===== config.mk =====
export PLATFORM = sky130hd
export DESIGN_NAME = zone_led_color_fader_top
export DESIGN_NICKNAME = d
export VERILOG_FILES = /design/src/hdl/zlcf_pkg.sv /design/src/hdl/zlcf_cell.sv /design/src/hdl/zlcf_step.sv /design/src/hdl/zlcf_scale.sv /design/src/hdl/zone_led_color_fader_top.sv
export SDC_FILE = /design/constraint.sdc
export NUM_CORES = 2
export LEC_CHECK = 0
export BUFFER_PORTS_ARGS = -buffer_cell sky130_fd_sc_hd__clkbuf_2
export CAP_MARGIN = 20
export CORE_UTILIZATION = 25
export CTS_CLUSTER_SIZE = 14
export DETAILED_ROUTE_END_ITERATION = 12
export GPL_TIMING_DRIVEN = 0
export PLACE_DENSITY = 0.37
export SLEW_MARGIN = 20
export SYNTH_ARGS = -nofsm -noshare
export SYNTH_HDL_FRONTEND = slang
export SYNTH_SLANG_ARGS = --single-unit

===== constraint.sdc =====
create_clock -name clk -period 9.91 [get_ports clk]
set_input_delay 1.4865 -clock clk [delete_from_list [all_inputs] [get_ports clk]]
set_output_delay 1.4865 -clock clk [all_outputs]
set_load 0.01 [all_outputs]

===== src/hdl/zlcf_pkg.sv =====
// Package for the zone LED color fader: zone state type, fade and ring constants.
// Used by every module of the block but the checker; depends on nothing.
package zlcf_pkg;

    localparam int ZONE_COUNT = 6;
    localparam int ZIDX_W     = (ZONE_COUNT > 1) ? $clog2(ZONE_COUNT) : 1;
    localparam int ZONE_W     = 3;
    localparam int BYTE_W     = 8;
    localparam int LED_W      = 8;

    // Byte lanes of a zone record
    localparam int LANES    = 4;
    localparam int LANE_RED = 3;
    localparam int LANE_GRN = 2;
    localparam int LANE_BLU = 1;
    localparam int LANE_LVL = 0;

    // Divide by 5 through a reciprocal: exact for 8-bit magnitudes
    localparam int FADE_MUL_W = 8;
    localparam logic [FADE_MUL_W-1:0] FADE_RECIP = 8'd205;
    localparam int FADE_SHIFT = 10;

    // Ring spans; zones past the table get the empty span at the limit
    localparam int SPAN_IDX_W   = 5;
    localparam int RING_ENTRIES = 7;
    localparam logic [LED_W-1:0] RING_LIMIT = 8'd160;
    localparam logic [RING_ENTRIES-1:0][LED_W-1:0] RING_EDGE =
        {8'd160, 8'd116, 8'd80, 8'd48, 8'd24, 8'd8, 8'd0};

    typedef logic [LANES-1:0][BYTE_W-1:0] lanes_t;

    typedef struct packed {
        lanes_t now;
        lanes_t goal;
    } zone_state_t;

    typedef struct packed {
        logic shift;
        logic load;
        logic jump;
    } cell_ctrl_t;

    function automatic logic [LED_W-1:0] ring_bound(input logic [SPAN_IDX_W-1:0] idx);
        logic [LED_W-1:0] edge_val;
        if (idx < SPAN_IDX_W'(RING_ENTRIES))
        begin
            edge_val = RING_EDGE[idx[2:0]];
        end
        else
        begin
            edge_val = RING_LIMIT;
        end
        return edge_val;
    endfunction

endpackage


===== src/hdl/zlcf_cell.sv =====
// One link of the zone ring: holds a zone's current and goal bytes.
// Loads from a set beat, or takes its neighbor's record while the ring turns. Uses zlcf_pkg.
module zlcf_cell
    import zlcf_pkg::*;
(
    input  logic        clk,
    input  logic        rst_n,
    input  cell_ctrl_t  ctrl,
    input  lanes_t      set_val,
    input  zone_state_t shift_in,
    output zone_state_t state
);

    zone_state_t state_reg;
    zone_state_t state_next;

    always_comb
    begin
        state_next = state_reg;
        if (ctrl.load)
        begin
            state_next.goal = set_val;
            if (ctrl.jump)
            begin
                state_next.now = set_val;
            end
        end
        else if (ctrl.shift)
        begin
            state_next = shift_in;
        end
    end

    always_ff @(posedge clk or negedge rst_n)
    begin
        if (!rst_n)
        begin
            state_reg <= '0;
        end
        else
        begin
            state_reg <= state_next;
        end
    end

    assign state = state_reg;

endmodule


===== src/hdl/zlcf_step.sv =====
// Fade step: moves each current byte toward its goal by (goal - current) / 5.
// Truncates toward zero; four lanes in parallel. Uses zlcf_pkg.
module zlcf_step
    import zlcf_pkg::*;
(
    input  zone_state_t head,
    output zone_state_t advanced
);

    logic [LANES-1:0][BYTE_W:0]             diff;
    logic [LANES-1:0][BYTE_W-1:0]           mag;
    logic [LANES-1:0][BYTE_W+FADE_MUL_W-1:0] prod;
    logic [LANES-1:0][BYTE_W-1:0]           quot;

    always_comb
    begin
        advanced.goal = head.goal;
        for (int i = 0; i < LANES; i++)
        begin
            diff[i] = {1'b0, head.goal[i]} - {1'b0, head.now[i]};
            mag[i]  = diff[i][BYTE_W] ? BYTE_W'(-diff[i]) : diff[i][BYTE_W-1:0];
            prod[i] = mag[i] * FADE_RECIP;
            quot[i] = BYTE_W'(prod[i] >> FADE_SHIFT);
            advanced.now[i] = diff[i][BYTE_W] ? (head.now[i] - quot[i])
                                              : (head.now[i] + quot[i]);
        end
    end

endmodule


===== src/hdl/zlcf_scale.sv =====
// Output stage: brightness scaling with video rounding plus the zone's LED span.
// Registers one result beat per zone. Uses zlcf_pkg.
module zlcf_scale
    import zlcf_pkg::*;
(
    input  logic              clk,
    input  logic              rst_n,
    input  logic              in_valid,
    input  logic [ZIDX_W-1:0] in_zone,
    input  logic              in_last,
    input  lanes_t            in_now,
    output logic              strobe,
    output logic [ZONE_W-1:0] out_zone,
    output logic [BYTE_W-1:0] pixel_red,
    output logic [BYTE_W-1:0] pixel_green,
    output logic [BYTE_W-1:0] pixel_blue,
    output logic [LED_W-1:0]  first_led,
    output logic [LED_W-1:0]  end_led,
    output logic              last
);

    logic [2:0][2*BYTE_W-1:0] prod;
    logic [2:0][BYTE_W-1:0]   pix;
    logic [2:0][BYTE_W-1:0]   chan;
    logic [BYTE_W-1:0]        level;

    logic                     strobe_reg;
    logic [ZONE_W-1:0]        zone_reg;
    logic [2:0][BYTE_W-1:0]   pix_reg;
    logic [LED_W-1:0]         first_reg;
    logic [LED_W-1:0]         end_reg;
    logic                     last_reg;

    always_comb
    begin
        chan[2] = in_now[LANE_RED];
        chan[1] = in_now[LANE_GRN];
        chan[0] = in_now[LANE_BLU];
        level   = in_now[LANE_LVL];
        for (int i = 0; i < 3; i++)
        begin
            prod[i] = chan[i] * level;
            if ((chan[i] == '0) || (level == '0))
            begin
                pix[i] = '0;
            end
            else
            begin
                pix[i] = prod[i][2*BYTE_W-1:BYTE_W] + BYTE_W'(1);
            end
        end
    end

    always_ff @(posedge clk or negedge rst_n)
    begin
        if (!rst_n)
        begin
            strobe_reg <= 1'b0;
        end
        else
        begin
            strobe_reg <= in_valid;
        end
    end

    always_ff @(posedge clk)
    begin
        if (in_valid)
        begin
            zone_reg  <= ZONE_W'(in_zone);
            pix_reg   <= pix;
            first_reg <= ring_bound(SPAN_IDX_W'(in_zone));
            end_reg   <= ring_bound(SPAN_IDX_W'(in_zone) + SPAN_IDX_W'(1));
            last_reg  <= in_last;
        end
    end

    assign strobe      = strobe_reg;
    assign out_zone    = zone_reg;
    assign pixel_red   = pix_reg[2];
    assign pixel_green = pix_reg[1];
    assign pixel_blue  = pix_reg[0];
    assign first_led   = first_reg;
    assign end_led     = end_reg;
    assign last        = last_reg;

endmodule


===== src/hdl/zone_led_color_fader_top.sv =====
// Top level of the zone LED color fader: ring of zone cells, fade step, output stage.
// Depends on zlcf_pkg, zlcf_cell, zlcf_step and zlcf_scale.
//
//  channel   | handshake          | payload
//  ----------+--------------------+-------------------------------------------------
//  command   | start / busy       | op, zone, goal_red/green/blue, goal_level, jump_now
//  result    | strobe (one cycle) | out_zone, pixel_red/green/blue, first_led, end_led,
//            |                    | last
//
// A beat is taken at a rising edge with start high and busy low.
// Set beat (op 0): written into the addressed cell at that edge, no result.
// Tick beat (op 1): the ring turns once, one zone per cycle; each result is registered in
// the s1 stage, then in the scaler's output register; busy holds until s1 drains.
// Reset (rst_n low, asynchronous) clears all zone bytes to zero and empties the pipe.
// Results cannot be held off: each strobe beat is on the ports for exactly one cycle.
module zone_led_color_fader_top
    import zlcf_pkg::*;
(
    input  logic              clk,
    input  logic              rst_n,
    input  logic              start,
    output logic              busy,
    input  logic              op,
    input  logic [ZONE_W-1:0] zone,
    input  logic [BYTE_W-1:0] goal_red,
    input  logic [BYTE_W-1:0] goal_green,
    input  logic [BYTE_W-1:0] goal_blue,
    input  logic [BYTE_W-1:0] goal_level,
    input  logic              jump_now,
    output logic              strobe,
    output logic [ZONE_W-1:0] out_zone,
    output logic [BYTE_W-1:0] pixel_red,
    output logic [BYTE_W-1:0] pixel_green,
    output logic [BYTE_W-1:0] pixel_blue,
    output logic [LED_W-1:0]  first_led,
    output logic [LED_W-1:0]  end_led,
    output logic              last
);

    localparam logic [ZIDX_W-1:0] CNT_LAST = ZIDX_W'(ZONE_COUNT - 1);

    // Command decode
    logic   accept;
    logic   set_go;
    logic   tick_go;
    lanes_t set_val;

    // Ring sequencing: cell 0 is the head, its advanced record re-enters at the tail
    logic              run_reg;
    logic              run_next;
    logic [ZIDX_W-1:0] cnt_reg;
    logic [ZIDX_W-1:0] cnt_next;

    // Stage between fade step and scaler (breaks the two multiplier levels)
    logic              s1_valid_reg;
    logic [ZIDX_W-1:0] s1_zone_reg;
    logic              s1_last_reg;
    lanes_t            s1_now_reg;

    zone_state_t cell_q [ZONE_COUNT];
    zone_state_t head_adv;

    assign accept  = start && !busy;
    assign set_go  = accept && !op;
    assign tick_go = accept && op;
    assign busy    = run_reg || s1_valid_reg;

    always_comb
    begin
        set_val[LANE_RED] = goal_red;
        set_val[LANE_GRN] = goal_green;
        set_val[LANE_BLU] = goal_blue;
        set_val[LANE_LVL] = goal_level;
    end

    // The cells
    for (genvar i = 0; i < ZONE_COUNT; i++)
    begin : g_cell
        cell_ctrl_t  ctrl;
        zone_state_t shift_in;

        // Out-of-range zones match no cell and are dropped
        assign ctrl.shift = run_reg;
        assign ctrl.load  = set_go && (int'(zone) == i);
        assign ctrl.jump  = jump_now;

        if (i == ZONE_COUNT - 1)
        begin : g_tail
            assign shift_in = head_adv;
        end
        else
        begin : g_link
            assign shift_in = cell_q[i+1];
        end

        zlcf_cell u_cell (
            .clk      (clk),
            .rst_n    (rst_n),
            .ctrl     (ctrl),
            .set_val  (set_val),
            .shift_in (shift_in),
            .state    (cell_q[i])
        );
    end

    zlcf_step u_step (
        .head     (cell_q[0]),
        .advanced (head_adv)
    );

    // Turn counter: head holds zone cnt_reg during each run cycle
    always_comb
    begin
        run_next = run_reg;
        cnt_next = cnt_reg;
        if (run_reg)
        begin
            cnt_next = cnt_reg + ZIDX_W'(1);
            if (cnt_reg == CNT_LAST)
            begin
                run_next = 1'b0;
                cnt_next = '0;
            end
        end
        else if (tick_go)
        begin
            run_next = 1'b1;
            cnt_next = '0;
        end
    end

    always_ff @(posedge clk or negedge rst_n)
    begin
        if (!rst_n)
        begin
            run_reg      <= 1'b0;
            cnt_reg      <= '0;
            s1_valid_reg <= 1'b0;
        end
        else
        begin
            run_reg      <= run_next;
            cnt_reg      <= cnt_next;
            s1_valid_reg <= run_reg;
        end
    end

    always_ff @(posedge clk)
    begin
        if (run_reg)
        begin
            s1_zone_reg <= cnt_reg;
            s1_last_reg <= (cnt_reg == CNT_LAST);
            s1_now_reg  <= head_adv.now;
        end
    end

    zlcf_scale u_scale (
        .clk         (clk),
        .rst_n       (rst_n),
        .in_valid    (s1_valid_reg),
        .in_zone     (s1_zone_reg),
        .in_last     (s1_last_reg),
        .in_now      (s1_now_reg),
        .strobe      (strobe),
        .out_zone    (out_zone),
        .pixel_red   (pixel_red),
        .pixel_green (pixel_green),
        .pixel_blue  (pixel_blue),
        .first_led   (first_led),
        .end_led     (end_led),
        .last        (last)
    );

endmodule


# Yosys cells after proc, flatten, opt, wreduce, memory -nomap -nowiden
# Memory sizes are Yosys's and may differ from the RTL's. A register that Yosys moved wholly into a read port is not among the register bits.
# Cells that the tools add are included.
# word_totals
inputBits	40
wordCells	169
reg_bits	454
mem_bits_ro	128
memories	2
# mem_list
name	depth	word_bits	read_ports	rd_ports_with_merged_regs	write_ports	line	text
(name not given)	8	8	1	1	0	zlcf_pkg.sv:47	edge_val = RING_EDGE[idx[2:0]];
(name not given)	8	8	1	1	0	zlcf_pkg.sv:47	
# op_classes
reduce_logical	35
n_eq_ne	12
n_addsub	21
multipliers	7
muxes	27
n_lt_le_gt_ge	2
# op_table
op	count
2-to-1 mux 64 bit	12
multiplier 8 x 8 -> 16 bit (second input constant)	4
2-to-1 mux 8 bit	8
multiplier 8 x 8 -> 16 bit	3
subtractor 8 x 8 -> 9 bit	4
adder 8 x 6 -> 8 bit	4
zero test 8 bit	4
2-to-1 mux 32 bit	1
negation 8 bit	4
subtractor 8 x 6 -> 8 bit	4
adder 8 x 1 -> 8 bit (second input constant)	3
== test 3 bit (second input constant)	5
nonzero test 2 bit	7
inequality test 2 bit (second input constant)	6
AND reduction 2 bit	6
logical AND 1 bit	9
2-to-1 mux 3 bit	3
< comparator 5 x 3 -> 1 bit (second input constant)	1
adder 3 x 1 -> 4 bit (second input constant)	1
zero test 1 bit	4
logical OR 1 bit	4
adder 3 x 1 -> 3 bit (second input constant)	1
== test 3 x 2 -> 1 bit (second input constant)	1
zero test 3 bit	1
other kinds (2)	4

# Longest topological paths before layout
# depth
depth_word	8
depth_mapped	39

# Hierarchy
# Synthesis repeated with hierarchy kept, for this count alone.
# hier_totals
cells_unflattened	3687
area_unflattened_um2	38453.1
# modules_own_cells
mod	instances	area_per_inst_um2	cells_per_inst
zlcf_cell	6	3369.5	278
zlcf_step	1	8952.3	1119
zlcf_scale	1	7910.1	833
zone_led_color_fader_top	1	1373.8	67

# Worst setup path before layout
# OpenSTA, ideal clock, no wires.
# synth_path
path_kind	register to register
startpoint	register g_cell[0].u_cell.state_reg, in the netlist g_cell[0].u_cell.state[24]
endpoint	register g_cell[5].u_cell.state_reg, in the netlist g_cell[5].u_cell.state[63]
arrival_time_ps	7945
synth_period_minus_slack_ps	8072
slack_ps	1838
stages_incl_launch_ff	36
path_cell_list	dfrtp_1 inv_1 ha_1 fa_1 nand2b_1 a21oi_1 nor2_1 xnor2_1 or4_1 o21ai_0 xor2_1 xnor2_1 ha_1 inv_1 fa_1 fa_1 inv_1 ha_1 a211o_1 a221o_1 a221oi_2 nand2_1 xnor2_1 ha_1 a21oi_1 ha_1 nor2b_1 o21ai_0 a21boi_0 o21ai_0 nand2_1 a31oi_1 xnor2_1 nand3_1 o221ai_1 or2_2
# synth_via
elab_chain_len	8
word_cells_on_any_way	9
cone_classes	add/sub (4); mul (1); mux (4)
# synth_lines
item	line	text
from (decl)	zlcf_cell.sv:14	zone_state_t state_reg;
from (signal assigned)	zlcf_cell.sv:42	state_reg <= state_next;
subtractor 8 x 8 -> 9 bit *	zlcf_step.sv:20	diff[i] = {1'b0, head.goal[i]} - {1'b0, head.now[i]};
negation 8 bit	zlcf_step.sv:21	mag[i] = diff[i][BYTE_W] ? BYTE_W'(-diff[i]) : diff[i][BYTE_W-1:0];
2-to-1 mux 8 bit	zlcf_step.sv:21	
multiplier 8 x 8 -> 16 bit	zlcf_step.sv:22	prod[i] = mag[i] * FADE_RECIP;
adder 8 x 6 -> 8 bit or subtractor 8 x 6 -> 8 bit (tied branches)	zlcf_step.sv:25, zlcf_step.sv:24	
2-to-1 mux 8 bit *	zlcf_step.sv:24	advanced.now[i] = diff[i][BYTE_W] ? (head.now[i] - quot[i])
2-to-1 mux 64 bit *	zlcf_cell.sv:28	else if (ctrl.shift)
2-to-1 mux 64 bit *	zlcf_cell.sv:20	if (ctrl.load)
to (signal assigned)	zlcf_cell.sv:42	
to (decl)	zlcf_cell.sv:14	
# Every way passes the cells marked *; elsewhere a longest branch is shown, timed or not. The select of a mux whose other input is x is not followed.
# A chain may end at the register's enable or synchronous reset.

==> flow_summary_export.csv <==
group,metric,value,unit
run_status,status,"finished, final reports clean",
clock_network,numCtsBuffers,56,
synth,ys_types,86,
synth,avgSynthCellArea,9.773,um^2
route,drt-total-wl,115700,um
clock_network,h-tree-depth,2,
worst_hold_path,min_path_type,"reg2reg",
setup_path,cp-end-kind,"flip-flop",
timing,fin_crit,9.162,ns
clock_network,cts_root_buffer,"clkbuf_16",
clock_network,cts_num_sinks,466,
synth,synthFlopType,"dfrtp_1",
setup_path,crit_fanout,5,
global_route,grt_overflow,0,
timing,post-route-period-util,0.9246,
global_route,antenna_found_initial,12,
timing,finalHoldViolCount,0,
layout,final_common_cell,"dfrtp_1",
setup_path,setup.worst_path.end,"s1_now_reg[23]",
timing,rsz0062_at_grt,"no",
clock_network,cts_max_path_buffers,3,
global_route,grt_max_degree,82,
route,ant_nets,0,
global_route,grtUsageTotal,0.1710,
die,num_rows,133,
timing,worst_slack,0.7477,ns
timing,fmax,109.1,MHz
timing,slew_headroom,0.2261,
synth,syn_area,33300,um^2
setup_path,crit_start,"g_cell[0].u_cell.state[16]",
layout,syn_to_final_growth,14.17,%
setup_path,rr_startpoint,"g_cell[0].u_cell.state[16]",
setup_path,startpoint_type,"flip-flop",
setup_path,cp.required,10.27,ns
die,initial_core_util,0.2526,
clock_network,cts_resized,0,
synth,synth-seq-area-share,0.3617,
place,io_buffers,81,
clock_network,post-cts-setup-buffers,0,
place,routabilityCongestion,0.8210,
synth,postSynthCellCount,3407,
die,chipHeight,366.9,um
timing,worst_pin_slew,1.161,ns
route,drc_errors,0,
die,die-area,134600,um^2
route,firstDrtPassIters,5,
setup_path,worstPathArrival,9.52,ns
timing,slew_viol_final,0,
setup_path,regToRegEndpoint,"s1_now_reg[23]",
synth,async_reset_ff_frac,0.8369,
worst_hold_path,hp-start,"s1_last_reg",
route,viasPerCell,4.749,
die,core,131800,um^2
layout,largest_reg_flops,384,
die,fp.dieW,366.9,um
route,vias,25450,
setup_path,r2r_slack,0.75,ns
clock_network,clkLatencyLatePin,0.68,ns
route,post_drt_wl_per_cell,21.58,um
job,cap_viol_max_count,0,
global_route,grt_pass1_wl,174400,um
setup_path,rr_worst_depth,38,
synth,yosys_warnings,0,
setup_path,slowest_stage,"fa_1",
timing,final.setup_skew,0.08027,ns
timing,setup_violations,0,
timing,setup_tns,0,ns
place,dpl.cell_count,5255,
setup_path,crit_type,"reg2reg",
place,place_hpwl,89290,um
layout,layout.cells.most_common_list,"dfrtp_1, ha_1, nand2_1",
die,pin_count,86,
layout,fin_nets,4091,
global_route,grt_pass1_vias,26390,
layout,layout-drive-gt1-share,0.06191,
route,drtIter0Drc,1369,
synth,synth_edf_count,76,
clock_network,hold_buffers,0,
synth,ys_seq_elements,466,
setup_path,crit_path_max_incr_delay,0.54,ns
clock_network,path_clk_slew,0.07,ns
place,pre_cts_ws,0.6049,ns
clock_network,cts_tree,"done",
layout,fin_cells,5359,
layout,final_core_util,0.2884,
-- worst max-delay path: cells and delay by family (launching register included) --
kind	cells	cell delay, ns
compound gates	10	2.14
simple gates	10	1.66
fa+ha+maj	9	3.53
flops	1	0.39
xor+xnor	4	0.80
buf+inv	5	0.34
-- per-layer routing --
metal / global-route usage / wire length, um
met1: 0.2434 / 57110
met2: 0.2747 / 52290
met3: 0.02555 / 4438
met4: 0.03029 / 1739
met5: 0 / 92
-- per-stage QoR --
stage	hold slack [ns]	area, um^2
floorplan	0.4003	33310
global placement	0.4154	35910
detailed placement	0.4146	36130
CTS	0.4281	38000
global route	0.4388	38010
finish	0.4243	38010
-- layout make-up --
cell class	instances	area, um^2
fillers	14090	93780
multi-input cells	2457	19420
flip-flops and latches	466	12040
well taps	1755	2196
clock buffers	78	1574
inverters	322	1209
plain buffers	165	654.4
repair buffers	90	615.6
clock inverters	24	292.8
diodes	2	5.005
-- synthesized netlist by cell type, types with 6 or more instances --
master      n  share of area
mux2i_1     8         0.0024
nand2b_1   28         0.0053
and3_1     50         0.0094
ha_1      340           0.13
and2_1    259          0.049
nand2_1   334          0.038
dfrtp_1   390           0.29
a22oi_1    13         0.0029
nor3_1     28         0.0042
or2_2       7         0.0013
nand3_1    32         0.0048
nand4b_1   10         0.0026
clkbuf_1  152          0.017
a211oi_1   36         0.0081
a31oi_1    12         0.0023
o31ai_1    12         0.0027
o21a_1     23         0.0052
nor2b_1    13         0.0024
a221o_1   183          0.055
nand4_1     6         0.0011
nor2_1    114          0.013
xnor2_1   106          0.028
edfxtp_1   76          0.069
nor4_1     13         0.0024
a21o_1     32         0.0072
inv_1     322          0.036
fa_1      153          0.092
o211ai_1   11         0.0025
or3_1       6         0.0011
xor2_1     65          0.017
o21ai_0   204          0.031
a21oi_1   266          0.040
-- worst min path at each step --
stage,end,depth (start not counted),slack [ns]
global placement,u_scale.last,0,0.42
global route,u_scale.last,0,0.44
floorplan,u_scale.last,0,0.40
finish,u_scale.last,0,0.42
CTS,u_scale.last,0,0.43
detailed placement,u_scale.last,0,0.41
-- kinds of logic (layout without fill, tap and decap cells) --
family / Yosys count / in the layout / synth area share
other cells: 1 / 6 / 0.0001126
mux: 10 / 10 / 0.003194
buf+inv: 487 / 679 / 0.05595
compound gates: 855 / 855 / 0.1739
simple gates: 923 / 923 / 0.1400
flops: 466 / 466 / 0.3617
fa+ha+maj: 493 / 493 / 0.2198
xor+xnor: 172 / 172 / 0.04547
Power is left out: the tool's default activity adds up to more than one toggle a clock period on the data nets, which glitch-free logic cannot reach.
